`src/hw/rtl/jfd_pkg.sv`:
```
// shared types, constants and arithmetic helpers of the face dissipation block
package jfd_pkg;

	localparam int WORD_W  = 32;
	localparam int FRAC    = 20;
	localparam int GAIN_SH = 17;
	localparam int NCELL   = 6;
	localparam int PROD_W  = 2 * WORD_W + 2;

	typedef logic signed [WORD_W-1:0] word_t;
	typedef logic [WORD_W-2:0] unw_t;

	// conserved variable codes
	localparam logic [1:0] VAR_DEN = 2'd0;
	localparam logic [1:0] VAR_MX  = 2'd1;
	localparam logic [1:0] VAR_MY  = 2'd2;
	localparam logic [1:0] VAR_EN  = 2'd3;

	typedef struct packed {
		word_t den;
		word_t mx;
		word_t my;
		word_t en;
	} cons_t;

	typedef struct packed {
		cons_t cons;
		unw_t  p;
		word_t vx;
		word_t vy;
		unw_t  c;
		word_t fx;
		word_t fy;
	} cell_t;

	// one face job: cells one to four of the conserved state, all pressures,
	// averaging inputs from slots two and three, face vector of slot three
	typedef struct packed {
		cons_t [3:0]        cons;
		unw_t  [NCELL-1:0]  p;
		word_t              vx2;
		word_t              vx3;
		word_t              vy2;
		word_t              vy3;
		unw_t               c2;
		unw_t               c3;
		word_t              fx3;
		word_t              fy3;
	} job_t;

	function automatic word_t cons_get(cons_t c, logic [1:0] v);
		word_t r;
		case (v)
			VAR_DEN: r = c.den;
			VAR_MX:  r = c.mx;
			VAR_MY:  r = c.my;
			VAR_EN:  r = c.en;
			default: r = c.den;
		endcase
		return r;
	endfunction

	// saturate a wide signed value to the word range
	function automatic word_t sat_word(logic signed [WORD_W+3:0] x);
		logic signed [WORD_W+3:0] hi;
		logic signed [WORD_W+3:0] lo;
		word_t r;
		hi = (WORD_W+4)'(2 ** (WORD_W - 1) - 1);
		lo = -hi - (WORD_W+4)'(1);
		if (x > hi) r = {1'b0, {(WORD_W-1){1'b1}}};
		else if (x < lo) r = {1'b1, {(WORD_W-1){1'b0}}};
		else r = x[WORD_W-1:0];
		return r;
	endfunction

	// round an exact product to nearest, halves away from zero, and saturate
	function automatic word_t qround(logic signed [PROD_W-1:0] p, logic sh17);
		logic [PROD_W-1:0] mag;
		logic [PROD_W-1:0] r;
		logic [PROD_W-1:0] lim;
		logic neg;
		word_t o;
		neg = p[PROD_W-1];
		mag = neg ? PROD_W'(-p) : PROD_W'(p);
		if (sh17) r = (mag + (PROD_W'(1) << (GAIN_SH - 1))) >> GAIN_SH;
		else r = (mag + (PROD_W'(1) << (FRAC - 1))) >> FRAC;
		lim = (PROD_W'(1) << (WORD_W - 1)) - PROD_W'(neg ? 0 : 1);
		if (r > lim) o = neg ? {1'b1, {(WORD_W-1){1'b0}}} : {1'b0, {(WORD_W-1){1'b1}}};
		else o = neg ? word_t'(-r[WORD_W-1:0]) : word_t'(r[WORD_W-1:0]);
		return o;
	endfunction

endpackage

```
`src/hw/rtl/jfd_queue.sv`:
```
// two-entry job queue between front and back
module jfd_queue import jfd_pkg::*; (
	input  logic clk,
	input  logic arst_n,
	input  logic push,
	input  job_t push_job,
	input  logic pop,
	output job_t head,
	output logic empty,
	output logic full
);

	job_t       ent_q [2];
	logic       wr_q;
	logic       rd_q;
	logic [1:0] cnt_q;

	assign empty = (cnt_q == 2'd0);
	assign full  = (cnt_q == 2'd2);
	assign head  = ent_q[rd_q];

	always_ff @(posedge clk or negedge arst_n) begin
		if (!arst_n) begin
			wr_q  <= 1'b0;
			rd_q  <= 1'b0;
			cnt_q <= '0;
		end else begin
			if (push) wr_q <= ~wr_q;
			if (pop) rd_q <= ~rd_q;
			if (push && !pop) cnt_q <= cnt_q + 2'd1;
			else if (pop && !push) cnt_q <= cnt_q - 2'd1;
		end
	end

	always_ff @(posedge clk) begin
		if (push) ent_q[wr_q] <= push_job;
	end

endmodule

```
`config.mk`:
```
export PLATFORM = sky130hd
export DESIGN_NAME = jfd_queue
export DESIGN_NICKNAME = d
export VERILOG_FILES = /design/src/hw/rtl/jfd_pkg.sv /design/src/hw/rtl/jfd_queue.sv
export SDC_FILE = /design/constraint.sdc
export NUM_CORES = 1
export LEC_CHECK = 0
export BUFFER_PORTS_ARGS = -buffer_cell sky130_fd_sc_hd__buf_4
export CAP_MARGIN = 10
export CORE_AREA = 5 5 744 746
export CTS_BUF_LIST = sky130_fd_sc_hd__clkbuf_16
export DETAILED_ROUTE_END_ITERATION = 12
export DIE_AREA = 0 0 749 751
export PLACE_DENSITY = 0.32
export SYNTH_ARGS = -nofsm -noshare
export SYNTH_HDL_FRONTEND = slang
export SYNTH_SLANG_ARGS = --single-unit
```
`constraint.sdc`:
```
create_clock -name clk -period 46.6 [get_ports clk]
set_input_delay 9.32 -clock clk [delete_from_list [all_inputs] [get_ports clk]]
set_output_delay 9.32 -clock clk [all_outputs]
set_load 0.01 [all_outputs]
```
=== Word-level counts from Yosys, hierarchy flattened ===
Memories as Yosys holds them, arrays and structs flattened.
Cells that the tools add are included.

* Bits in writable memories: 1904
* Register bits after elaboration: 4
* Bits in latches: 0
* Bits in read-only memories: 0
* Logic and storage cells: 19
* Memories: 1
* Output and inout port bits: 954

{| class="wikitable"
|+ Memory list
! memory !! words !! width !! read ports !! clocked after Yosys merged registers in !! wr ports !! RTL line !! text
|-
| ent_q || 2 || 952 || 1 || 0 || 1 || jfd_queue.sv:13 || <nowiki>job_t ent_q [2];</nowiki>
|}

* Divide/modulo/power cells: 0
* $mul: 0
* Bitwise gates (word level): 2
* Shift operators: 0
* Reduce and logical (&&, ||, !) cells: 6
* Order comparisons: 0
* $add $sub $neg: 2
* Equality and inequality tests: 1
* Multiplexer cells: 4

{| class="wikitable"
|+ Operators with widths
! kind !! number
|-
| 2-bit two-way mux || 2
|-
| 2-bit by 1-bit adder with 2-bit output, second input constant || 1
|-
| 2-bit == test, second input constant || 1
|-
| 1-bit logical AND || 2
|-
| 1-bit zero test || 2
|-
| 2-bit zero test || 1
|-
| 1-bit two-way mux || 2
|-
| 1-bit NOT || 2
|-
| 2-bit nonzero test || 1
|-
| 2-bit by 1-bit subtractor with 2-bit output, second input constant || 1
|}

=== Depth between registers and ports, before layout ===
Gate-level depths: netlist of run 1.

* Depth in word-level cells: 4
* Gate-level depth with buffers: 5
* Gate-level depth less buffers: 5

=== Worst setup path after synthesis of run 1 ===
OpenSTA, ideal clock, no wires.

* Kind: in2reg
* Start: input port push
* End: memory ent_q[0][0] in the netlist's numbering (enable)
* Setup slack: -5875 ps
* Buffers on the path: 0
* Library setup time: 2410 ps
* Arrival: 50065 ps
* Cell stages on the path: 1
* Cells stage by stage: nor2b_1

* Word-level cells in the longest chain between the ends: 2

{| class="wikitable"
|+ RTL lines
! item !! RTL line !! text
|-
| from (decl) || jfd_queue.sv:5 || <nowiki>input logic push,</nowiki>
|-
| 1-bit two-way mux || jfd_queue.sv:36 || <nowiki>if (push) ent_q[wr_q] <= push_job;</nowiki>
|-
| 1-bit two-way mux (not written as such) || jfd_queue.sv:36 ||
|-
| to (decl) || jfd_queue.sv:13 ||
|}

Every way passes these cells.

==> results of run 1 <==
worst register-to-register path, delay by kind of cell (launching register included):
family / cells / cell delay (ps)
and+or+nand+nor: 1 / 160
buffers and inverters: 6 / 4110
DFF: 1 / 430
flip-flops by register name (all words and copies together), names as in the netlist:
| signal | flops |
|---|---|
| rd_q | 1 |
| ent_q | 1904 |
| cnt_q | 2 |
| wr_q | 1 |
cell families (layout without fill, tap and decap cells):
logic type | after synthesis | count (layout)
DFF | 1908 | 1908
muxes | 952 | 952
buffers and inverters | 107 | 2396
xor gates and xnor gates | 5 | 5
and+or+nand+nor | 5 | 5
adders and majority gates | 1 | 1
other | 0 | 61
path summary, 6_finish.rpt:
check	from	endpoint	slack, ps
hold / removal	cnt_q[1]$_DFFE_PN0P_	cnt_q[1]$_DFFE_PN0P_	490
max in group asynchronous	arst_n	wr_q$_DFFE_PN0P_	38280
setup / recovery	rd_q$_DFFE_PN0P_	head[106]	31770
setup reg to reg	wr_q$_DFFE_PN0P_	ent_q[0][499]$_DFFE_PP_	41450
hold reg to reg	cnt_q[1]$_DFFE_PN0P_	cnt_q[1]$_DFFE_PN0P_	490
min in group asynchronous	arst_n	rd_q$_DFFE_PN0P_	8200
final cells by class:
cell class	count	area share, %
Antenna cell	61	0.1521
Clock buffer	240	5.984
Clock inverter	198	1.609
Inverter	1	0.003740
Multi-Input combinational cell	963	11.41
Sequential cell	1908	57.07
Tap cell	7261	9.051
Timing Repair Buffer	1957	14.72
where the power goes:
group          leakage [nW]  switching [mW]  total (mW)  internal, mW
registers              17.9          0.0987        2.38          2.28
clock network          3.89           0.778        1.81          1.04
logic                  14.0            1.26        2.17         0.909
synthesized netlist by cell type:
master and n:
and2_1 1, buf_2 16, buf_4 70, buf_6 20, dfrtp_1 4, edfxtp_1 1904
ha_1 1, inv_1 1, mux2_2 782, mux2_4 170, nor2_1 2, nor2b_1 2
xnor2_1 1, xor2_1 4
through the flow:
stage               power [mW]  cells  utilization (%)  setup WS [ps]
floorplan                3.735   2978                -          12080
global placement         4.659  12090            16.94          32250
detailed placement       4.658  12090            16.94          32230
CTS                      6.536  12530            18.34          31480
global route             6.666  12530            18.34          31410
finish                   6.363  12590            18.36          31770
metal layers:
metal	wire length, µm	track usage (%)	up-vias
li1	-	-	16290
met1	146500	14.87	19770
met2	172300	20.56	2153
met3	51710	7.530	724
met4	11640	3.428	172
met5	1132	0	-
==> impl_metrics.tcl, run 1 <==
set metrics [dict create \
    die_area_um2 562500 \
    htree_levels 4 \
    min_path_cells 1 \
    skew_ps 57.13 \
    layout_min_cycle_time_ps 14830 \
    multi_input_area_um2 11450 \
    synth_xor_area_share_pct 0.06296 \
    required_ps 37280 \
    tightest_slew_ps 1147 \
    io_pins 1910 \
    synthMuxAreaShare_pct 16.33 \
    drt.antenna.violating_nets 0 \
    synthCells 2978 \
    firstDrtPassIters 5 \
    ys_seq_area_share_pct 82.35 \
    leakagePower_nw 35.76 \
    clk_latency_ps 940 \
    cts_sinks 1908 \
    nets 6027 \
    drv_cap 0 \
    start_kind "register" \
    routabilityCongestion 0.9281 \
    layout.cells.most_common "buf_4" \
    yosys.area.top_type "edfxtp_1" \
    grt_pass1_vias 40310 \
    grt_util_all_layers_pct 12.97 \
    cp_max_fo 129 \
    synth-simple-area-share_pct 0.03778 \
    cts-resized-gates 0 \
    vias 39110 \
    grt_overflow 0 \
    critPathArrivalTime_ps 5510 \
    critical_path.cell_chain "buf_12 > buf_4 > buf_12 > buf_4 > mux2_2 > buf_4" \
    cts_max_path_buffers 4 \
    status "completed" \
    rr_worst_depth 7 \
    cts_root_buf "clkbuf_16" \
    hp-class "reg2reg" \
    layout.area.seq_um2 57280 \
    grt_max_degree 152 \
    avgSynthCellArea_um2 23.35 \
    routedWlPerCell_um 30.44 \
    cts_setup_buffers 0 \
    path_delay_family "buffers and inverters" \
    tritoncts "done" \
    cp_common_cell "buf_4" \
    synth_top_cell_area_share_pct 82.21 \
    drc 0 \
    path_buf_inv 5 \
    hold-worst-slack_ps 494.7 \
    clk_pin_slew_ps 50 \
    cp_slowest_stage_delay_ps 830 \
    synth-adder-area-share_pct 0.01799 \
    die_h_um 751 \
    synth_top_family_by_area "multiplexers" \
    end_kind "primary output" \
    max_slew_margin_pct 23.56 \
    numCtsBuffers 239 \
    maxSlewViolCount 0 \
    die_w_um 749 \
    finalSetupViolCount 0 \
    crit_cells 6 \
    ir_worst_vdd_v 0.00003892 \
    cpMaxStageDelayCell "dfrtp_4" \
    grt_first_pass_wirelength_mm 469.7 \
    hold_viol 0 \
    io_buffers 1909 \
    viasPerCell 3.107 \
    fin_crit_sh_pct 31.83 \
    synth.area.top_cells "edfxtp_1, mux2_2, mux2_4" \
    rsz0062_at_grt "no" \
    syn-num-nets 3935 \
    fmax_mhz 67.42 \
    place_area_um2 92600 \
    areaGrowthSynthToFinish_pct 44.31 \
    layout-drive-gt1-share_pct 61.70 \
    synth-seq-cells 1908 \
    ctsHoldBuffers 0 \
    coreArea_um2 546600 \
    dp_hpwl_mm 314.5 \
    wl_mm 383.2 \
    path_class "reg2out" \
    nFillCells 58940 \
    finalSetupTns_ps 0 \
    drtIter0Drc 2517 \
    syn-cell-area_um2 69550 \
    num_rows 272 \
    synth_compound_area_share_pct 0 \
    start_util_pct 12.73 \
    p_per_area_nw_per_um2 63.40 \
    antenna_found_initial 320 \
    ys_warn_count 0 \
    final_cell_mix "buf_4, edfxtp_1, mux2_2" \
    synth.distinct_cells 14 \
    design_area_um2 100400 \
]
Note: power is estimated with default switching activity, not from simulation.
==> inputs of run 2 (changes only) <==
--- a/config.mk
+++ b/config.mk
@@ -5,6 +5,7 @@
 export SDC_FILE = /design/constraint.sdc
 export NUM_CORES = 1
 export LEC_CHECK = 0
+export ABC_AREA = 1
 export BUFFER_PORTS_ARGS = -buffer_cell sky130_fd_sc_hd__buf_4
 export CAP_MARGIN = 10
 export CORE_AREA = 5 5 744 746
==> constraint.sdc (replaced) <==
create_clock -name clk -period 12.56 [get_ports clk]
set_input_delay 2.512 -clock clk [delete_from_list [all_inputs] [get_ports clk]]
set_output_delay 2.512 -clock clk [all_outputs]
set_load 0.01 [all_outputs]
==> run 2 against run 1 <==
Net effect: final cell count up 0.25%; clock power rose to 3.7 times the previous value; critical path depth down 1; setup slack worse by 26000 ps; utilization about the same; via count down 0.38%; largest power group unchanged; highest routed layer unchanged.
==> impl_metrics.tcl, run 2 <==
set metrics [dict create \
    htree_levels 4 \
    vias 38960 \
    finalSetupTns_ps 0 \
    reg_top3 "ent_q (1904), cnt_q (2)" \
    routabilityCongestion 0.8950 \
    synth_compound_area_share_pct 0 \
    cts_sinks 1908 \
    tightest_slew_ps 1086 \
    synth.area.top_cells "edfxtp_1, mux2_2, mux2_4" \
    fmax_mhz 143.6 \
    cts_max_path_buffers 4 \
    drtIter0Drc 2403 \
    nFillCells 58950 \
    yosys.area.top_type "edfxtp_1" \
    hp-class "reg2reg" \
    critical_path.cell_chain "buf_12 > buf_12 > buf_4 > mux2_2 > buf_4" \
    path_class "reg2out" \
    multi_input_area_um2 11450 \
    coreArea_um2 546600 \
    largest_reg_flops 1904 \
    skew_ps 60.67 \
    syn-cell-area_um2 69570 \
    nets 6032 \
    io_pins 1910 \
    synth_top_family_by_area "multiplexers" \
    grt_overflow 0 \
    synth_top_cell_area_share_pct 82.18 \
    hold_viol 0 \
    drt.antenna.violating_nets 0 \
    synthCells 2987 \
    clk_pin_slew_ps 50 \
    r2r_setup_slack_ps 9190 \
    viasPerCell 3.087 \
    finalSetupViolCount 0 \
    antenna_found_initial 316 \
    die_w_um 749 \
    fin_crit_sh_pct 55.46 \
    grt_util_all_layers_pct 13.27 \
    layout-drive-gt1-share_pct 61.45 \
    cts_root_buf "clkbuf_16" \
    wl_mm 391.2 \
    yosysMostFrequentCell "edfxtp_1" \
    synth-seq-cells 1908 \
    start_util_pct 12.73 \
    routedWlPerCell_um 31.00 \
    firstDrtPassIters 5 \
    ys_seq_area_share_pct 82.33 \
    cts-resized-gates 0 \
    num_rows 272 \
    drv_cap 0 \
    maxSlewViolCount 0 \
    layout.area.seq_um2 57280 \
    dp_slack_ps 6465 \
    layout_min_cycle_time_ps 6965 \
    grt_first_pass_wirelength_mm 478.9 \
    cts_setup_buffers 0 \
    async_flop_share_pct 0.2096 \
    final_cell_mix "buf_4, edfxtp_1, mux2_2" \
    start_kind "register" \
    die_h_um 751 \
    numCtsBuffers 243 \
    synth.distinct_cells 15 \
    dp_hpwl_mm 321.8 \
    grt_max_degree 157 \
    tritoncts "done" \
    synth-adder-area-share_pct 0.01798 \
    synth-simple-area-share_pct 0.05935 \
    synthFlopType "edfxtp_1" \
    regMostFlops "ent_q" \
    max_slew_margin_pct 27.63 \
    synth_edf_count 1904 \
    cpMaxStageDelayCell "buf_4" \
    ctsHoldBuffers 0 \
    synthMuxAreaShare_pct 16.33 \
    drc 0 \
    io_buffers 1909 \
    final_util_pct 18.39 \
    end_kind "primary output" \
    syn-num-nets 3944 \
    required_ps 10050 \
    power_mw 23.80 \
    leakagePower_nw 35.80 \
    synth_xor_area_share_pct 0.03777 \
    cp_slowest_stage_delay_ps 900 \
    clk_latency_ps 960 \
    die_area_um2 562500 \
    areaGrowthSynthToFinish_pct 44.47 \
    critPathArrivalTime_ps 4450 \
    avgSynthCellArea_um2 23.29 \
    p_per_area_nw_per_um2 236.8 \
    layout.cells.most_common "buf_4" \
    rsz0062_at_grt "no" \
    finalWorstSetupSlack_ps 5595 \
    ys_warn_count 0 \
    synthTopCellsByCount "edfxtp_1, mux2_2, mux2_4" \
    ir_worst_vdd_v 0.0001379 \
    grt_pass1_vias 41000 \
    cp_max_fo 108 \
    status "completed" \
]
[run 2: where the power goes]
part           internal (mW)  switching [mW]  leakage (nW)
combinational           3.41            4.98          14.0
sequential              8.46           0.288          17.9
clock                   3.80            2.87          3.90
[run 2: kinds of logic (layout without fill, tap and decap cells)]
| logic type | Yosys count | after routing |
|---|---|---|
| xor+xnor | 3 | 3 |
| other cells | 0 | 85 |
| simple gates | 10 | 10 |
| buf+inv | 113 | 2400 |
| fa+ha+maj | 1 | 1 |
| mux | 952 | 952 |
| flops | 1908 | 1908 |
[run 2: metrics by stage]
step | instance area, µm² | cells | hold slack (ps)
2_1_floorplan | 69590 | 2987 | 463.1
3_3_place_gp | 92710 | 12090 | 483.5
3_5_place_dp | 92710 | 12090 | 496.8
4_1_cts | 100300 | 12540 | 511.4
5_1_grt | 100300 | 12550 | 550.2
6_report | 100500 | 12620 | 510.2
[run 2: cell type report]
| class | count | area share (%) |
|---|---|---|
| Clock buffer | 244 | 6.075 |
| Antenna cell | 85 | 0.2116 |
| Clock inverter | 200 | 1.474 |
| Tap cell | 7261 | 9.039 |
| Inverter | 7 | 0.04233 |
| Multi-Input combinational cell | 966 | 11.39 |
| Sequential cell | 1908 | 56.99 |
| Timing Repair Buffer | 1949 | 14.78 |
[run 2: path summary, 6_finish.rpt]
kind,startpoint,end,depth (start not counted)
worst max-delay path,rd_q$_DFFE_PN0P_,head[282],5
worst min-delay path,cnt_q[1]$_DFFE_PN0P_,cnt_q[1]$_DFFE_PN0P_,2
worst max register to register,wr_q$_DFFE_PN0P_,ent_q[0][135]$_DFFE_PP_,4
worst min register to register,cnt_q[1]$_DFFE_PN0P_,cnt_q[1]$_DFFE_PN0P_,2
max in group asynchronous,arst_n,rd_q$_DFFE_PN0P_,1
min in group asynchronous,arst_n,cnt_q[1]$_DFFE_PN0P_,1
[run 2: metal layers]
metal	up-vias	track usage (%)	share of wire, %
met5	-	0	0.35
met4	208	3.659	3.3
met3	763	9.386	16
met2	2028	22.08	47
met1	19630	13.24	34
li1	16330	-	-
[run 2: worst max-delay path, delay by kind of cell, from the launching register on]
family	cells	cell delay [ps]
multiplexers	1	430
flip-flops	1	800
buffers and inverters	4	1780
