$ cat config.mk
export PLATFORM = sky130hd
export DESIGN_NAME = jfd_front
export DESIGN_NICKNAME = d
export VERILOG_FILES = /design/src/hw/rtl/jfd_pkg.sv /design/src/hw/rtl/jfd_front.sv
export SDC_FILE = /design/constraint.sdc
export NUM_CORES = 1
export LEC_CHECK = 0
export BUFFER_PORTS_ARGS = -buffer_cell sky130_fd_sc_hd__buf_2
export CAP_MARGIN = 25
export CORE_AREA = 2 2 499 501
export DETAILED_ROUTE_END_ITERATION = 12
export DIE_AREA = 0 0 501 503
export PLACE_DENSITY = 0.32
export SETUP_SLACK_MARGIN = 0.1
export SKIP_CTS_REPAIR_TIMING = 1
export SLEW_MARGIN = 10
export SYNTH_ARGS = -nofsm -noshare
export SYNTH_HDL_FRONTEND = slang
export SYNTH_SLANG_ARGS = --single-unit
$ cat constraint.sdc
create_clock -name clk -period 2.4 [get_ports clk]
set_input_delay 0.24 -clock clk [delete_from_list [all_inputs] [get_ports clk]]
set_output_delay 0.24 -clock clk [all_outputs]
set_load 0.005 [all_outputs]
$ cat src/hw/rtl/jfd_pkg.sv
// shared types, constants and arithmetic helpers of the face dissipation block
package jfd_pkg;

	localparam int WORD_W  = 32;
	localparam int FRAC    = 20;
	localparam int GAIN_SH = 17;
	localparam int NCELL   = 6;
	localparam int PROD_W  = 2 * WORD_W + 2;

	typedef logic signed [WORD_W-1:0] word_t;
	typedef logic [WORD_W-2:0] unw_t;

	// conserved variable codes
	localparam logic [1:0] VAR_DEN = 2'd0;
	localparam logic [1:0] VAR_MX  = 2'd1;
	localparam logic [1:0] VAR_MY  = 2'd2;
	localparam logic [1:0] VAR_EN  = 2'd3;

	typedef struct packed {
		word_t den;
		word_t mx;
		word_t my;
		word_t en;
	} cons_t;

	typedef struct packed {
		cons_t cons;
		unw_t  p;
		word_t vx;
		word_t vy;
		unw_t  c;
		word_t fx;
		word_t fy;
	} cell_t;

	// one face job: cells one to four of the conserved state, all pressures,
	// averaging inputs from slots two and three, face vector of slot three
	typedef struct packed {
		cons_t [3:0]        cons;
		unw_t  [NCELL-1:0]  p;
		word_t              vx2;
		word_t              vx3;
		word_t              vy2;
		word_t              vy3;
		unw_t               c2;
		unw_t               c3;
		word_t              fx3;
		word_t              fy3;
	} job_t;

	function automatic word_t cons_get(cons_t c, logic [1:0] v);
		word_t r;
		case (v)
			VAR_DEN: r = c.den;
			VAR_MX:  r = c.mx;
			VAR_MY:  r = c.my;
			VAR_EN:  r = c.en;
			default: r = c.den;
		endcase
		return r;
	endfunction

	// saturate a wide signed value to the word range
	function automatic word_t sat_word(logic signed [WORD_W+3:0] x);
		logic signed [WORD_W+3:0] hi;
		logic signed [WORD_W+3:0] lo;
		word_t r;
		hi = (WORD_W+4)'(2 ** (WORD_W - 1) - 1);
		lo = -hi - (WORD_W+4)'(1);
		if (x > hi) r = {1'b0, {(WORD_W-1){1'b1}}};
		else if (x < lo) r = {1'b1, {(WORD_W-1){1'b0}}};
		else r = x[WORD_W-1:0];
		return r;
	endfunction

	// round an exact product to nearest, halves away from zero, and saturate
	function automatic word_t qround(logic signed [PROD_W-1:0] p, logic sh17);
		logic [PROD_W-1:0] mag;
		logic [PROD_W-1:0] r;
		logic [PROD_W-1:0] lim;
		logic neg;
		word_t o;
		neg = p[PROD_W-1];
		mag = neg ? PROD_W'(-p) : PROD_W'(p);
		if (sh17) r = (mag + (PROD_W'(1) << (GAIN_SH - 1))) >> GAIN_SH;
		else r = (mag + (PROD_W'(1) << (FRAC - 1))) >> FRAC;
		lim = (PROD_W'(1) << (WORD_W - 1)) - PROD_W'(neg ? 0 : 1);
		if (r > lim) o = neg ? {1'b1, {(WORD_W-1){1'b0}}} : {1'b0, {(WORD_W-1){1'b1}}};
		else o = neg ? word_t'(-r[WORD_W-1:0]) : word_t'(r[WORD_W-1:0]);
		return o;
	endfunction

endpackage

$ cat src/hw/rtl/jfd_front.sv
// front end: six-cell window, fill tracking and face job issue
module jfd_front import jfd_pkg::*; (
	input  logic  clk,
	input  logic  arst_n,
	input  logic  acc,
	input  logic  line_start,
	input  cell_t cell_in,
	output logic  push,
	output job_t  job
);

	cell_t      win_q [NCELL];
	logic [2:0] fill_q;
	cell_t      win_n [NCELL];
	logic [2:0] fill_n;

	always_comb begin
		for (int i = 0; i < NCELL - 1; i++) win_n[i] = line_start ? '0 : win_q[i + 1];
		win_n[NCELL-1] = cell_in;
		if (line_start) fill_n = 3'd1;
		else if (fill_q < 3'(NCELL)) fill_n = fill_q + 3'd1;
		else fill_n = fill_q;
	end

	assign push = acc && (fill_n == 3'(NCELL));

	always_comb begin
		for (int i = 0; i < 4; i++) job.cons[i] = win_n[i + 1].cons;
		for (int i = 0; i < NCELL; i++) job.p[i] = win_n[i].p;
		job.vx2 = win_n[2].vx;
		job.vx3 = win_n[3].vx;
		job.vy2 = win_n[2].vy;
		job.vy3 = win_n[3].vy;
		job.c2  = win_n[2].c;
		job.c3  = win_n[3].c;
		job.fx3 = win_n[3].fx;
		job.fy3 = win_n[3].fy;
	end

	always_ff @(posedge clk or negedge arst_n) begin
		if (!arst_n) begin
			fill_q <= '0;
		end else if (acc) begin
			fill_q <= fill_n;
		end
	end

	always_ff @(posedge clk) begin
		if (acc) begin
			for (int i = 0; i < NCELL; i++) win_q[i] <= win_n[i];
		end
	end

endmodule

# --- Word-level counts from Yosys, hierarchy flattened ---
# Memories as Yosys holds them, arrays and structs flattened.
# Cells that the tools add are included.
totals:
  output_inout_bits: 953
  mem_bits_rw: 1908
  romBits: 0
  n_memories: 1
  regBits: 3
  inputBits: 322
  latchBits: 0
classes:
  n_shift: 0
  n_addsub: 1
  mux: 9
  n_lt_le_gt_ge: 1
  n_eq_ne: 1
  reduce_logical: 1
  bitwise_logic: 0
  multipliers: 0
  n_div: 0
memory_table:
  columns: ["name", "depth", "word_bits", "read_ports", "rd_clocked_by_memory_dff", "write_ports", "line_no", "source"]
  rows:
  - ["win_q", 6, 318, 5, 0, 6, "jfd_front.sv:12", "cell_t win_q [NCELL];"]
op_table:
  columns: ["op", "n"]
  rows:
  - ["318-bit two-way mux", 5]
  - ["3-bit two-way mux", 2]
  - ["3-bit by 1-bit adder with 3-bit output (second input constant)", 1]
  - ["3-bit equality test (second input constant)", 1]
  - ["3-bit less-than comparator (second input constant)", 1]
  - ["1-bit two-way mux", 2]
  - ["1-bit logical AND", 1]

# --- Longest topological paths before layout ---
# Gate-level depths: netlist of the first run.
depth:
  ltp_word: 5
  mapped_depth: 4
  ltp_nobuf: 4

# --- Worst setup path before layout of the first run ---
# Ideal clock, no wire load.
synth_timing:
  path_type: "register -> output"
  startpoint: "register fill_q[1]"
  endpoint: "output push"
  required_ps: 2160
  n_path_buf: 0
  arrival_ps: 1097
  stages_incl_launch_ff: 4
  path_slack_ps: 1063
  path_cell_list: "dfrtp_1 > ha_1 > nand4b_1 > a311oi_1"
synth_between:
  elab_chain_len: 5
synth_lines:
  columns: ["item", "line_no", "source"]
  rows:
  - ["from (decl)", "jfd_front.sv:13", "logic [2:0] fill_q;"]
  - ["from (signal assigned)", "jfd_front.sv:44", "fill_q <= fill_n;"]
  - ["3-bit by 1-bit adder with 3-bit output / 3-bit less-than comparator (equally long branches)", "jfd_front.sv:21", "else if (fill_q < 3'(NCELL)) fill_n = fill_q + 3'd1;"]
  - ["3-bit two-way mux *", "jfd_front.sv:21", null]
  - ["3-bit two-way mux *", "jfd_front.sv:20", "if (line_start) fill_n = 3'd1;"]
  - ["3-bit equality test *", "jfd_front.sv:25", "assign push = acc && (fill_n == 3'(NCELL));"]
  - ["1-bit logical AND *", "jfd_front.sv:25", null]
  - ["to (decl)", "jfd_front.sv:8", "output logic push,"]
# Mark *: on every way between the ends. The rest lies on a longest branch, timed or not.

# --- Worst setup path after layout of the first run ---
layout_timing:
  startpoint: "register fill_q[0]"
  endpoint: "output push"
# The elaborated chain is that of the path after synthesis.

==> results of run 1 <==
-- cells by family after synthesis --
| group | after synthesis |
|---|---|
| AND/OR/NAND/NOR | 1086 |
| flip-flops | 1083 |
| buffers and inverters | 153 |
| AO/OA/AOI/OAI | 8 |
| adder cells (fa/ha/maj) | 1 |
-- placed cells by master, fill, tap and decap left out, types with 2 or more instances in the layout --
cell type | netlist | final
sky130_fd_sc_hd__nor2b_2 | 0 | 3
sky130_fd_sc_hd__diode_2 | 0 | 11
sky130_fd_sc_hd__clkbuf_1 | 110 | 31
sky130_fd_sc_hd__nor2b_1 | 810 | 806
sky130_fd_sc_hd__buf_8 | 0 | 2
sky130_fd_sc_hd__buf_4 | 31 | 55
sky130_fd_sc_hd__clkinv_16 | 0 | 8
sky130_fd_sc_hd__inv_16 | 0 | 3
sky130_fd_sc_hd__bufinv_16 | 0 | 5
sky130_fd_sc_hd__dfrtp_2 | 0 | 2
sky130_fd_sc_hd__clkinv_8 | 0 | 3
sky130_fd_sc_hd__clkinv_1 | 0 | 38
sky130_fd_sc_hd__clkinv_2 | 0 | 15
sky130_fd_sc_hd__and2b_1 | 270 | 270
sky130_fd_sc_hd__dlygate4sd3_1 | 0 | 322
sky130_fd_sc_hd__buf_12 | 0 | 35
sky130_fd_sc_hd__inv_6 | 0 | 3
sky130_fd_sc_hd__inv_1 | 2 | 2
sky130_fd_sc_hd__a21oi_1 | 2 | 2
sky130_fd_sc_hd__clkinvlp_4 | 0 | 2
sky130_fd_sc_hd__edfxtp_1 | 1080 | 1080
sky130_fd_sc_hd__buf_2 | 0 | 1271
sky130_fd_sc_hd__clkbuf_16 | 0 | 139
-- area by class of cell --
type                       count  area, um^2
sequential                  1083       32500
antenna                       11        27.5
clock inverter                77         758
timing repair buffer        1686       10700
tap                         3237        4050
fill                       26300      188000
inverter                       2        7.51
clock buffer                 170        3590
multi-input combinational   1095        7250
-- through the flow --
| step | TNS (ps) | std cells |
|---|---|---|
| 2_1_floorplan | 0 | 2331 |
| 3_3_place_gp | 0 | 6780 |
| 3_5_place_dp | 0 | 6780 |
| 4_1_cts | -695 | 7027 |
| 5_1_grt | -198 | 7355 |
| 6_report | -61.1 | 7361 |
-- how the worst max path moves through the flow --
stage                                from  endpoint  slack, ps
global route        fill_q[0]$_DFFE_PN0P_      push       -200
global placement               line_start  job[790]        380
floorplan           fill_q[1]$_DFFE_PN0P_      push       1060
CTS                 fill_q[1]$_DFFE_PN0P_      push       -460
detailed placement             line_start  job[790]        360
finish              fill_q[0]$_DFFE_PN0P_      push        -60
-- power by group through the flow --
stage	logic, mW	clock network, mW	registers [mW]
CTS	3.84	21.1	22.7
detailed placement	3.83	0	23.0
finish	4.21	20.2	22.6
global placement	3.83	0	23.1
floorplan	1.28	0	22.8
global route	4.59	21.8	22.8
-- metal layers --
metal	vias up	routed length (um)	GRT usage (%)
met4	10	4400	4.06
met2	1047	80900	20.9
met1	12300	68600	14.9
met3	213	16800	6.19
met5	-	61	0
li1	11500	-	-
-- registers in the layout, summed over array words and instances, names as in the netlist --
register  cells
win_q      1080
fill_q        3
==> insert_results.sql, run 1 <==
INSERT INTO impl_metrics (metric_group, metric, value, unit) VALUES
('yosys', 'synth_area_leaders', 'sky130_fd_sc_hd__edfxtp_1 80%, sky130_fd_sc_hd__nor2b_1 13%, sky130_fd_sc_hd__and2b_1 5.0%', ''),
('power', 'power.clock.fraction', '43.0', '%'),
('yosys', 'asyncSetResetFlopFracSynth', '0.277', '%'),
('grt', 'grt_pass1_vias', '24300', ''),
('clock_tree', 'numCtsBuffers', '139', ''),
('yosys', 'synth_commonest_cells', '1,080 x sky130_fd_sc_hd__edfxtp_1, 810 x sky130_fd_sc_hd__nor2b_1, 270 x sky130_fd_sc_hd__and2b_1, 110 x sky130_fd_sc_hd__clkbuf_1, 31 x sky130_fd_sc_hd__buf_4', ''),
('power', 'cellLeakagePower', '24.3', 'nW'),
('drt', 'detailedRoute.firstIterationViolations', '1487', ''),
('timing', 'setup_viol', '1', ''),
('hold_path', 'min-delay-path-class', 'input pin to flop', ''),
('setup_path', 'delay_heaviest_family_cp', 'flip-flops', ''),
('setup_path', 'reg2reg_setup_slack', '1140', 'ps'),
('setup_path', 'path_cells', 'ha_4 -> nand4_1 -> a311oi_4 -> buf_2', ''),
('power', 'vdd_drop_max', '464', 'uV'),
('grt', 'overflow', '0', ''),
('grt', 'globalRouteTotalUtil', '12.9', '%'),
('yosys', 'synth.yosys.seq_area_share', '80.3', '%'),
('hold_path', 'hold_end', 'win_q[4][109]$_SDFFCE_PP0P_', ''),
('placed_design', 'place_ws', '361', 'ps'),
('hold_path', 'worstHoldPathCells', '3', ''),
('power', 'p_seq_share', '48.1', '%'),
('power', 'p_int', '35.4', 'mW'),
('floorplan', 'fp.dieW', '501', 'um'),
('drt', 'dr.pass1.iters', '7', ''),
('drt', 'drt-wirelength-per-cell', '23.2', 'um'),
('setup_path', 'rr_endpoint', 'win_q[3][284]$_DFFE_PP_', ''),
('setup_path', 'cpPeakStageDelay', '450', 'ps'),
('timing', 'layout_setup_ws', '-61.1', 'ps'),
('yosys', 'synthDominantAreaCellType', 'sky130_fd_sc_hd__edfxtp_1', ''),
('clock_tree', 'numClockSinks', '1083', ''),
('finish', 'final_cell_area', '58900', 'um^2'),
('setup_path', 'worstRegToRegCells', '1', ''),
('timing', 'slew_headroom', '56.7', '%'),
('drt', 'routed-via-count', '25100', ''),
('yosys', 'yosysTopAreaCellShare', '80.1', '%'),
('power', 'totalPowerFinal', '47.1', 'mW'),
('clock_tree', 'htree_num_levels', '4', ''),
('setup_path', 'arrival', '2220', 'ps'),
('timing', 'timing.hold.ws', '101', 'ps'),
('setup_path', 'worst_path_max_delay_cell', 'sky130_fd_sc_hd__dfrtp_2', ''),
('finish', 'design.final.nets', '4330', ''),
('timing', 'min_period_over_period', '103', '%'),
('floorplan', 'core_area', '247000', 'um^2'),
('yosys', 'postSynthNetCount', '2654', ''),
('yosys', 'synthDistinctLibCells', '22', ''),
('drt', 'drc', '0', ''),
('yosys', 'synthesis.yosys.warnings', '0', ''),
('placed_design', 'detailed_place.area', '51300', 'um^2'),
('timing', 'max_freq', '406', 'MHz'),
('yosys', 'synth_compound_gate_area_share', '0.142', '%'),
('floorplan', 'io_count', '1275', ''),
('drt', 'detail_route.vias_per_cell', '3.41', ''),
('status', 'run_status', 'finished, violations left', ''),
('grt', 'antenna_violations_before_repair', '27', ''),
('floorplan', 'die-area', '252000', 'um^2'),
('clock_tree', 'cts_tree', 'built', ''),
('clock_tree', 'clkTransAtPathRegs', '60', 'ps'),
('setup_path', 'cp.buffers_inverters', '1', ''),
('clock_tree', 'clk_latency', '780', 'ps'),
('setup_path', 'critPathRequiredTime', '2160', 'ps'),
('run', 'drv.max_cap_violation_count', '0', ''),
('yosys', 'synth-simple-area-share', '17.6', '%'),
('power', 'combinational_share_of_power', '8.9', '%'),
('placed_design', 'place.port_buffers', '1274', ''),
('yosys', 'synth_adder_area_share', '0.0309', '%'),
('timing', 'report.final.slew_viol_count', '0', ''),
('status', 'failing_checks', 'negative setup slack', ''),
('power', 'switching_share', '24.8', '%'),
('setup_path', 'worstSetupStartpointType', 'flop', ''),
('setup_path', 'setup.worst_path.end_class', 'output pin', ''),
('setup_path', 'worst_r2r_startpoint', 'win_q[4][284]$_DFFE_PP_', '');
No activity file was read; power rests on OpenSTA's default activity.
==> inputs of run 2 (changes only) <==
==> constraint.sdc (replaced) <==
create_clock -name clk -period 2.3 [get_ports clk]
set_input_delay 0.23 -clock clk [delete_from_list [all_inputs] [get_ports clk]]
set_output_delay 0.23 -clock clk [all_outputs]
set_load 0.005 [all_outputs]
==> insert_results.sql, run 2 (synthesized netlist as in run 1, its figures left out) <==
INSERT INTO impl_metrics (metric_group, metric, value, unit) VALUES
('timing', 'timing.hold.ws', '69.6', 'ps'),
('setup_path', 'setup.worst_path.end_class', 'output pin', ''),
('timing', 'worst_slew_pin_slew', '582', 'ps'),
('drt', 'drt-wirelength-per-cell', '22.6', 'um'),
('clock_tree', 'numClockSinks', '1083', ''),
('timing', 'setup_viol', '1', ''),
('setup_path', 'rr_endpoint', 'fill_q[0]$_DFFE_PN0P_', ''),
('drt', 'detailedRoute.firstIterationViolations', '1498', ''),
('setup_path', 'arrival', '2250', 'ps'),
('finish', 'layout_overhead_on_the_synthesized_area', '45.8', '%'),
('floorplan', 'floorplan.initialDensity', '16.4', '%'),
('placed_design', 'place_ws', '199', 'ps'),
('power', 'power.clock.fraction', '42.5', '%'),
('floorplan', 'fp.dieW', '501', 'um'),
('finish', 'utilization', '23.9', '%'),
('setup_path', 'cp.buffers_inverters', '1', ''),
('setup_path', 'cpPeakStageDelay', '440', 'ps'),
('placed_design', 'globalplace.congestion', '0.790', ''),
('drt', 'dr.pass1.iters', '5', ''),
('setup_path', 'worstRegToRegCells', '4', ''),
('placed_design', 'place.port_buffers', '1274', ''),
('setup_path', 'path_cells', 'ha_4 -> nand4b_1 -> a311oi_4 -> buf_2', ''),
('clock_tree', 'cell_chosen_for_the_clock_root', 'sky130_fd_sc_hd__clkbuf_16', ''),
('setup_path', 'critPathRequiredTime', '2070', 'ps'),
('grt', 'overflow', '0', ''),
('clock_tree', 'numCtsBuffers', '140', ''),
('timing', 'min_period', '2480', 'ps'),
('power', 'combinational_share_of_power', '9.1', '%'),
('clock_tree', 'cts_tree', 'built', ''),
('drt', 'ant_nets', '0', ''),
('timing', 'final_hold_viol_count', '0', ''),
('grt', 'grt_pass1_vias', '24500', ''),
('drt', 'detail_route.vias_per_cell', '3.40', ''),
('grt', 'globalRouteTotalUtil', '12.6', '%'),
('power', 'p_int', '36.9', 'mW'),
('setup_path', 'worst_r2r_startpoint', 'fill_q[0]$_DFFE_PN0P_', ''),
('hold_path', 'min_from', 'line_start', ''),
('timing', 'slew_headroom', '61.2', '%'),
('grt', 'grt_pass1_wl', '217000', 'um'),
('run', 'drv.max_cap_violation_count', '0', ''),
('floorplan', 'num_rows', '183', ''),
('hold_path', 'worstHoldPathCells', '2', ''),
('hold_path', 'min-delay-path-class', 'input pin to flop', ''),
('power', 'vdd_drop_max', '531', 'uV'),
('finish', 'max_reg_flops', '1080', ''),
('floorplan', 'die-area', '252000', 'um^2'),
('power', 'p_seq_share', '48.4', '%'),
('power', 'power_switching', '11.8', 'mW'),
('power', 'totalPowerFinal', '48.7', 'mW'),
('timing', 'max_freq', '403', 'MHz'),
('finish', 'final_cell_area', '59000', 'um^2'),
('finish', 'register_ranked_first_by_flip_flop_count', 'win_q', ''),
('clock_tree', 'clk_latency', '760', 'ps'),
('timing', 'finalClockSkew', '32.3', 'ps'),
('status', 'run_status', 'finished, violations left', ''),
('drt', 'routed-via-count', '25100', ''),
('setup_path', 'crit_type', 'flop to output pin', ''),
('setup_path', 'reg2reg_setup_slack', '1040', 'ps'),
('finish', 'design.final.nets', '4350', ''),
('setup_path', 'cp_num_cells', '4', ''),
('floorplan', 'io_count', '1275', ''),
('drt', 'routed_wl', '167000', 'um'),
('power', 'switching_share', '24.3', '%'),
('setup_path', 'delay_heaviest_family_cp', 'flip-flops', ''),
('timing', 'setup_repair_after_global_routing_missed_its_margin', 'true', ''),
('floorplan', 'core_area', '247000', 'um^2'),
('status', 'failing_checks', 'negative setup slack', ''),
('floorplan', 'floorplan.die.height', '503', 'um'),
('setup_path', 'worst_path_max_delay_cell', 'sky130_fd_sc_hd__dfrtp_2', ''),
('timing', 'layout_setup_ws', '-181', 'ps'),
('grt', 'antenna_violations_before_repair', '30', ''),
('drt', 'drc', '0', ''),
('placed_design', 'detailed_place.area', '51400', 'um^2'),
('power', 'cellPowerDensity', '825', 'nW/um^2'),
('setup_path', 'worstSetupStartpointType', 'flop', ''),
('grt', 'maximum_number_of_pins_on_one_net_before_global_route_repair', '74', ''),
('finish', 'final_common_cell', 'sky130_fd_sc_hd__buf_2', ''),
('finish', 'mostFrequentLayoutCells', '1,272 x sky130_fd_sc_hd__buf_2, 1,080 x sky130_fd_sc_hd__edfxtp_1, 806 x sky130_fd_sc_hd__nor2b_1, 322 x sky130_fd_sc_hd__dlygate4sd3_1, 270 x sky130_fd_sc_hd__and2b_1', ''),
('timing', 'report.final.slew_viol_count', '0', ''),
('clock_tree', 'clkTransAtPathRegs', '60', 'ps'),
('timing', 'min_period_over_period', '108', '%'),
('finish', 'reg_top3', 'win_q x1080, fill_q x3', ''),
('setup_path', 'critical_path.max_fanout', '5', ''),
('clock_tree', 'clk_path_buf_depth', '3', ''),
('clock_tree', 'htree_num_levels', '4', ''),
('finish', 'post_route_cells_drive_above_1_share', '37.8', '%'),
('power', 'cellLeakagePower', '24.3', 'nW'),
('hold_path', 'hold_end', 'win_q[3][158]$_DFFE_PP_', ''),
('placed_design', 'place.detailed.hpwl', '129000', 'um');
[run 2: changes by cell type in the layout (fill, tap and decap cells not counted), moves of 3 or more]
cell                        previous run  this run
sky130_fd_sc_hd__diode_2              11        15
sky130_fd_sc_hd__clkinv_1             38        31
sky130_fd_sc_hd__clkinv_2             15        11
sky130_fd_sc_hd__buf_4                55        72
sky130_fd_sc_hd__clkbuf_1             31        44
sky130_fd_sc_hd__clkinv_16             8         5
[run 2: power by group through the flow]
| stage | clock, mW | sequential [mW] | combinational, mW |
|---|---|---|---|
| 2_1_floorplan | 0 | 23.8 | 1.34 |
| 3_3_place_gp | 0 | 24.0 | 4.01 |
| 3_5_place_dp | 0 | 24.0 | 4.01 |
| 4_1_cts | 21.7 | 23.6 | 4.02 |
| 5_1_grt | 22.3 | 23.7 | 4.82 |
| 6_report | 20.7 | 23.6 | 4.41 |
[run 2: worst reg2reg max path, delay by kind of cell (launching register included)]
kind | cells | cell delay (ps)
AO/OA/AOI/OAI | 2 | 340
flip-flops | 1 | 440
AND/OR/NAND/NOR | 1 | 200
buffers and inverters | 1 | 150
[run 2: area by class of cell]
cell class | instances | area, um^2
inverters | 2 | 7.51
flip-flops and latches | 1083 | 32500
repair buffers | 1705 | 10900
clock inverters | 61 | 557
well taps | 3237 | 4050
diodes | 15 | 37.5
multi-input cells | 1095 | 7240
fillers | 26200 | 188000
clock buffers | 185 | 3690
[run 2: how the worst max path moves through the flow]
stage	startpoint	endpoint	slack, ps
after detailed placement	fill_q[1]$_DFFE_PN0P_	push	200
after floorplan	fill_q[1]$_DFFE_PN0P_	push	970
final	fill_q[0]$_DFFE_PN0P_	push	-180
after CTS	fill_q[1]$_DFFE_PN0P_	push	-690
after global routing	fill_q[0]$_DFFE_PN0P_	push	-370
after global placement	fill_q[1]$_DFFE_PN0P_	push	140
[run 2: through the flow]
stage / cells / TNS, ps
after floorplan: 2331 / 0
after detailed placement: 6798 / 0
after CTS: 7044 / -694
final: 7383 / -181
after global routing: 7376 / -373
after global placement: 6798 / 0
[run 2: per-layer routing]
| metal | vias up | GRT usage [%] | share of wire, % |
|---|---|---|---|
| met1 | 12300 | 14.3 | 40 |
| met4 | 8 | 4.47 | 3.1 |
| met5 | - | 0 | 0.032 |
| met2 | 1040 | 20.1 | 47 |
| met3 | 228 | 6.37 | 10 |
| li1 | 11600 | - | - |
==> inputs of run 3 (changes only) <==
--- a/config.mk
+++ b/config.mk
@@ -8,6 +8,7 @@
 export BUFFER_PORTS_ARGS = -buffer_cell sky130_fd_sc_hd__buf_2
 export CAP_MARGIN = 25
 export CORE_AREA = 2 2 499 501
+export CTS_BUF_LIST = sky130_fd_sc_hd__clkbuf_2 sky130_fd_sc_hd__clkbuf_4 sky130_fd_sc_hd__clkbuf_8
 export DETAILED_ROUTE_END_ITERATION = 12
 export DIE_AREA = 0 0 501 503
 export PLACE_DENSITY = 0.32
==> insert_results.sql, run 3 (synthesized netlist as in run 1, its figures left out) <==
INSERT INTO impl_metrics (metric_group, metric, value, unit) VALUES
('hold_path', 'worstHoldPathCells', '3', ''),
('grt', 'maximum_number_of_pins_on_one_net_before_global_route_repair', '74', ''),
('drt', 'detailedRoute.firstIterationViolations', '1532', ''),
('clock_tree', 'clk_latency', '950', 'ps'),
('clock_tree', 'numCtsBuffers', '208', ''),
('timing', 'final_hold_viol_count', '0', ''),
('timing', 'layout_setup_ws', '-372', 'ps'),
('timing', 'fin_tns_setup', '-2010', 'ps'),
('hold_path', 'min-delay-path-class', 'input pin to flop', ''),
('clock_tree', 'clk_path_buf_depth', '3', ''),
('hold_path', 'min_from', 'line_start', ''),
('finish', 'instances_no_fill', '7810', ''),
('setup_path', 'critPathRequiredTime', '2070', 'ps'),
('setup_path', 'worstRegToRegCells', '2', ''),
('placed_design', 'placedCellCount', '6798', ''),
('power', 'cellPowerDensity', '771', 'nW/um^2'),
('grt', 'antenna_violations_before_repair', '30', ''),
('floorplan', 'die-area', '252000', 'um^2'),
('setup_path', 'worstSetupStartpointType', 'flop', ''),
('floorplan', 'io_count', '1275', ''),
('timing', 'finalClockSkew', '61.4', 'ps'),
('grt', 'overflow', '0', ''),
('status', 'run_status', 'finished, violations left', ''),
('grt', 'globalRouteTotalUtil', '12.6', '%'),
('grt', 'grt_pass1_vias', '25100', ''),
('setup_path', 'arrival', '2440', 'ps'),
('drt', 'drt-wirelength-per-cell', '22.0', 'um'),
('timing', 'min_period', '2670', 'ps'),
('timing', 'setup_repair_after_global_routing_missed_its_margin', 'true', ''),
('timing', 'min_period_over_period', '116', '%'),
('clock_tree', 'numClockSinks', '1083', ''),
('floorplan', 'floorplan.die.height', '503', 'um'),
('drt', 'routed-via-count', '26700', ''),
('setup_path', 'setup.worst_path.end_class', 'output pin', ''),
('timing', 'setup_viol', '19', ''),
('timing', 'slew_headroom', '52.8', '%'),
('power', 'vdd_drop_max', '487', 'uV'),
('setup_path', 'worst_r2r_startpoint', 'win_q[5][315]$_DFFE_PP_', ''),
('hold_path', 'hold_end', 'win_q[2][313]$_DFFE_PP_', ''),
('timing', 'max_freq', '374', 'MHz'),
('floorplan', 'fp.dieW', '501', 'um'),
('finish', 'reg_top3', 'win_q x1080, fill_q x3', ''),
('drt', 'detail_route.vias_per_cell', '3.42', ''),
('finish', 'layout_overhead_on_the_synthesized_area', '53.2', '%'),
('drt', 'routed_wl', '172000', 'um'),
('placed_design', 'globalplace.congestion', '0.790', ''),
('clock_tree', 'cell_chosen_for_the_clock_root', 'sky130_fd_sc_hd__clkbuf_8', ''),
('floorplan', 'core_area', '247000', 'um^2'),
('setup_path', 'crit_type', 'flop to output pin', ''),
('power', 'cellLeakagePower', '25.8', 'nW'),
('finish', 'register_ranked_first_by_flip_flop_count', 'win_q', ''),
('setup_path', 'critical_path.max_fanout', '5', ''),
('grt', 'grt_pass1_wl', '219000', 'um'),
('floorplan', 'floorplan.initialDensity', '16.4', '%'),
('timing', 'timing.hold.ws', '89.3', 'ps'),
('drt', 'ant_nets', '1', ''),
('finish', 'mostFrequentLayoutCells', '1,263 x sky130_fd_sc_hd__buf_2, 1,080 x sky130_fd_sc_hd__edfxtp_1, 760 x sky130_fd_sc_hd__nor2b_1, 602 x sky130_fd_sc_hd__dlygate4sd3_1, 269 x sky130_fd_sc_hd__and2b_1', ''),
('status', 'failing_checks', 'antenna violations, negative setup slack', ''),
('setup_path', 'reg2reg_setup_slack', '920', 'ps'),
('drt', 'drc', '0', ''),
('clock_tree', 'htree_num_levels', '4', ''),
('timing', 'worst_slew_pin_slew', '706', 'ps'),
('run', 'drv.max_cap_violation_count', '0', ''),
('finish', 'fillerInstances', '26200', ''),
('finish', 'post_route_cells_drive_above_1_share', '39.0', '%'),
('timing', 'report.final.slew_viol_count', '0', ''),
('floorplan', 'num_rows', '183', ''),
('clock_tree', 'cts_tree', 'built', ''),
('clock_tree', 'clkTransAtPathRegs', '60', 'ps'),
('drt', 'dr.pass1.iters', '5', ''),
('placed_design', 'place.port_buffers', '1274', ''),
('finish', 'design.final.nets', '4702', ''),
('setup_path', 'rr_endpoint', 'win_q[4][315]$_DFFE_PP_', ''),
('placed_design', 'place.detailed.hpwl', '129000', 'um'),
('finish', 'max_reg_flops', '1080', ''),
('finish', 'final_common_cell', 'sky130_fd_sc_hd__buf_2', '');
## run 3: cell count changes in the layout (fill, tap and decap cells not counted), sizes merged
cell / before / now
clkinvlp: 0 / 3
dlygate4sd3: 322 / 602
bufinv: 3 / 2
buf: 1383 / 1387
diode: 15 / 19
inv: 9 / 11
clkinv: 51 / 80
clkbuf: 185 / 291
## run 3: final cells by class
| type | count | area (um^2) | share of cell area, % |
|---|---|---|---|
| Sequential cell | 1083 | 32500 | 52.4 |
| Timing Repair Buffer | 1989 | 13800 | 22.3 |
| Multi-Input combinational cell | 1095 | 7430 | 12.0 |
| Tap cell | 3237 | 4050 | 6.53 |
| Clock buffer | 291 | 3490 | 5.62 |
| Clock inverter | 94 | 654 | 1.06 |
| Antenna cell | 19 | 47.5 | 0.0767 |
| Inverter | 2 | 7.51 | 0.0121 |
## run 3: power breakdown
group,internal (mW),switching [mW]
Combinational,2.28,2.56
Clock,10.2,9.22
Sequential,23.2,0.384
## run 3: worst max path at each step
stage                          start    to  slack, ps  cells after the start
2_1_floorplan  fill_q[1]$_DFFE_PN0P_  push        970                      3
3_3_place_gp   fill_q[1]$_DFFE_PN0P_  push        140                      5
5_1_grt        fill_q[0]$_DFFE_PN0P_  push       -580                      4
4_1_cts        fill_q[1]$_DFFE_PN0P_  push       -910                      4
3_5_place_dp   fill_q[1]$_DFFE_PN0P_  push        200                      4
6_report       fill_q[0]$_DFFE_PN0P_  push       -370                      4
## run 3: layer usage
metal	vias up	track usage, %	part of all wire (%)
li1	12300	-	-
met1	13000	14.2	40
met2	1091	20.3	47
met3	258	6.62	10
met4	10	4.63	3.0
met5	-	0	0.039
## run 3: worst max-delay path, cell delays in order, from the launching register on
cell	delay (ps)
sky130_fd_sc_hd__dfrtp_2	440
sky130_fd_sc_hd__ha_4	290
sky130_fd_sc_hd__nand4b_1	150
sky130_fd_sc_hd__a311oi_4	450
sky130_fd_sc_hd__buf_2	190
## run 3: stage by stage
step	total power, mW	instance area [um^2]	setup WS, ps	utilization [%]
final	47.8	62000	-372	25.1
after global placement	28.0	51400	135	20.8
after global routing	50.1	62000	-580	25.1
after detailed placement	28.0	51400	199	20.8
after floorplan	25.1	40500	973	-
after CTS	48.0	55600	-915	22.5
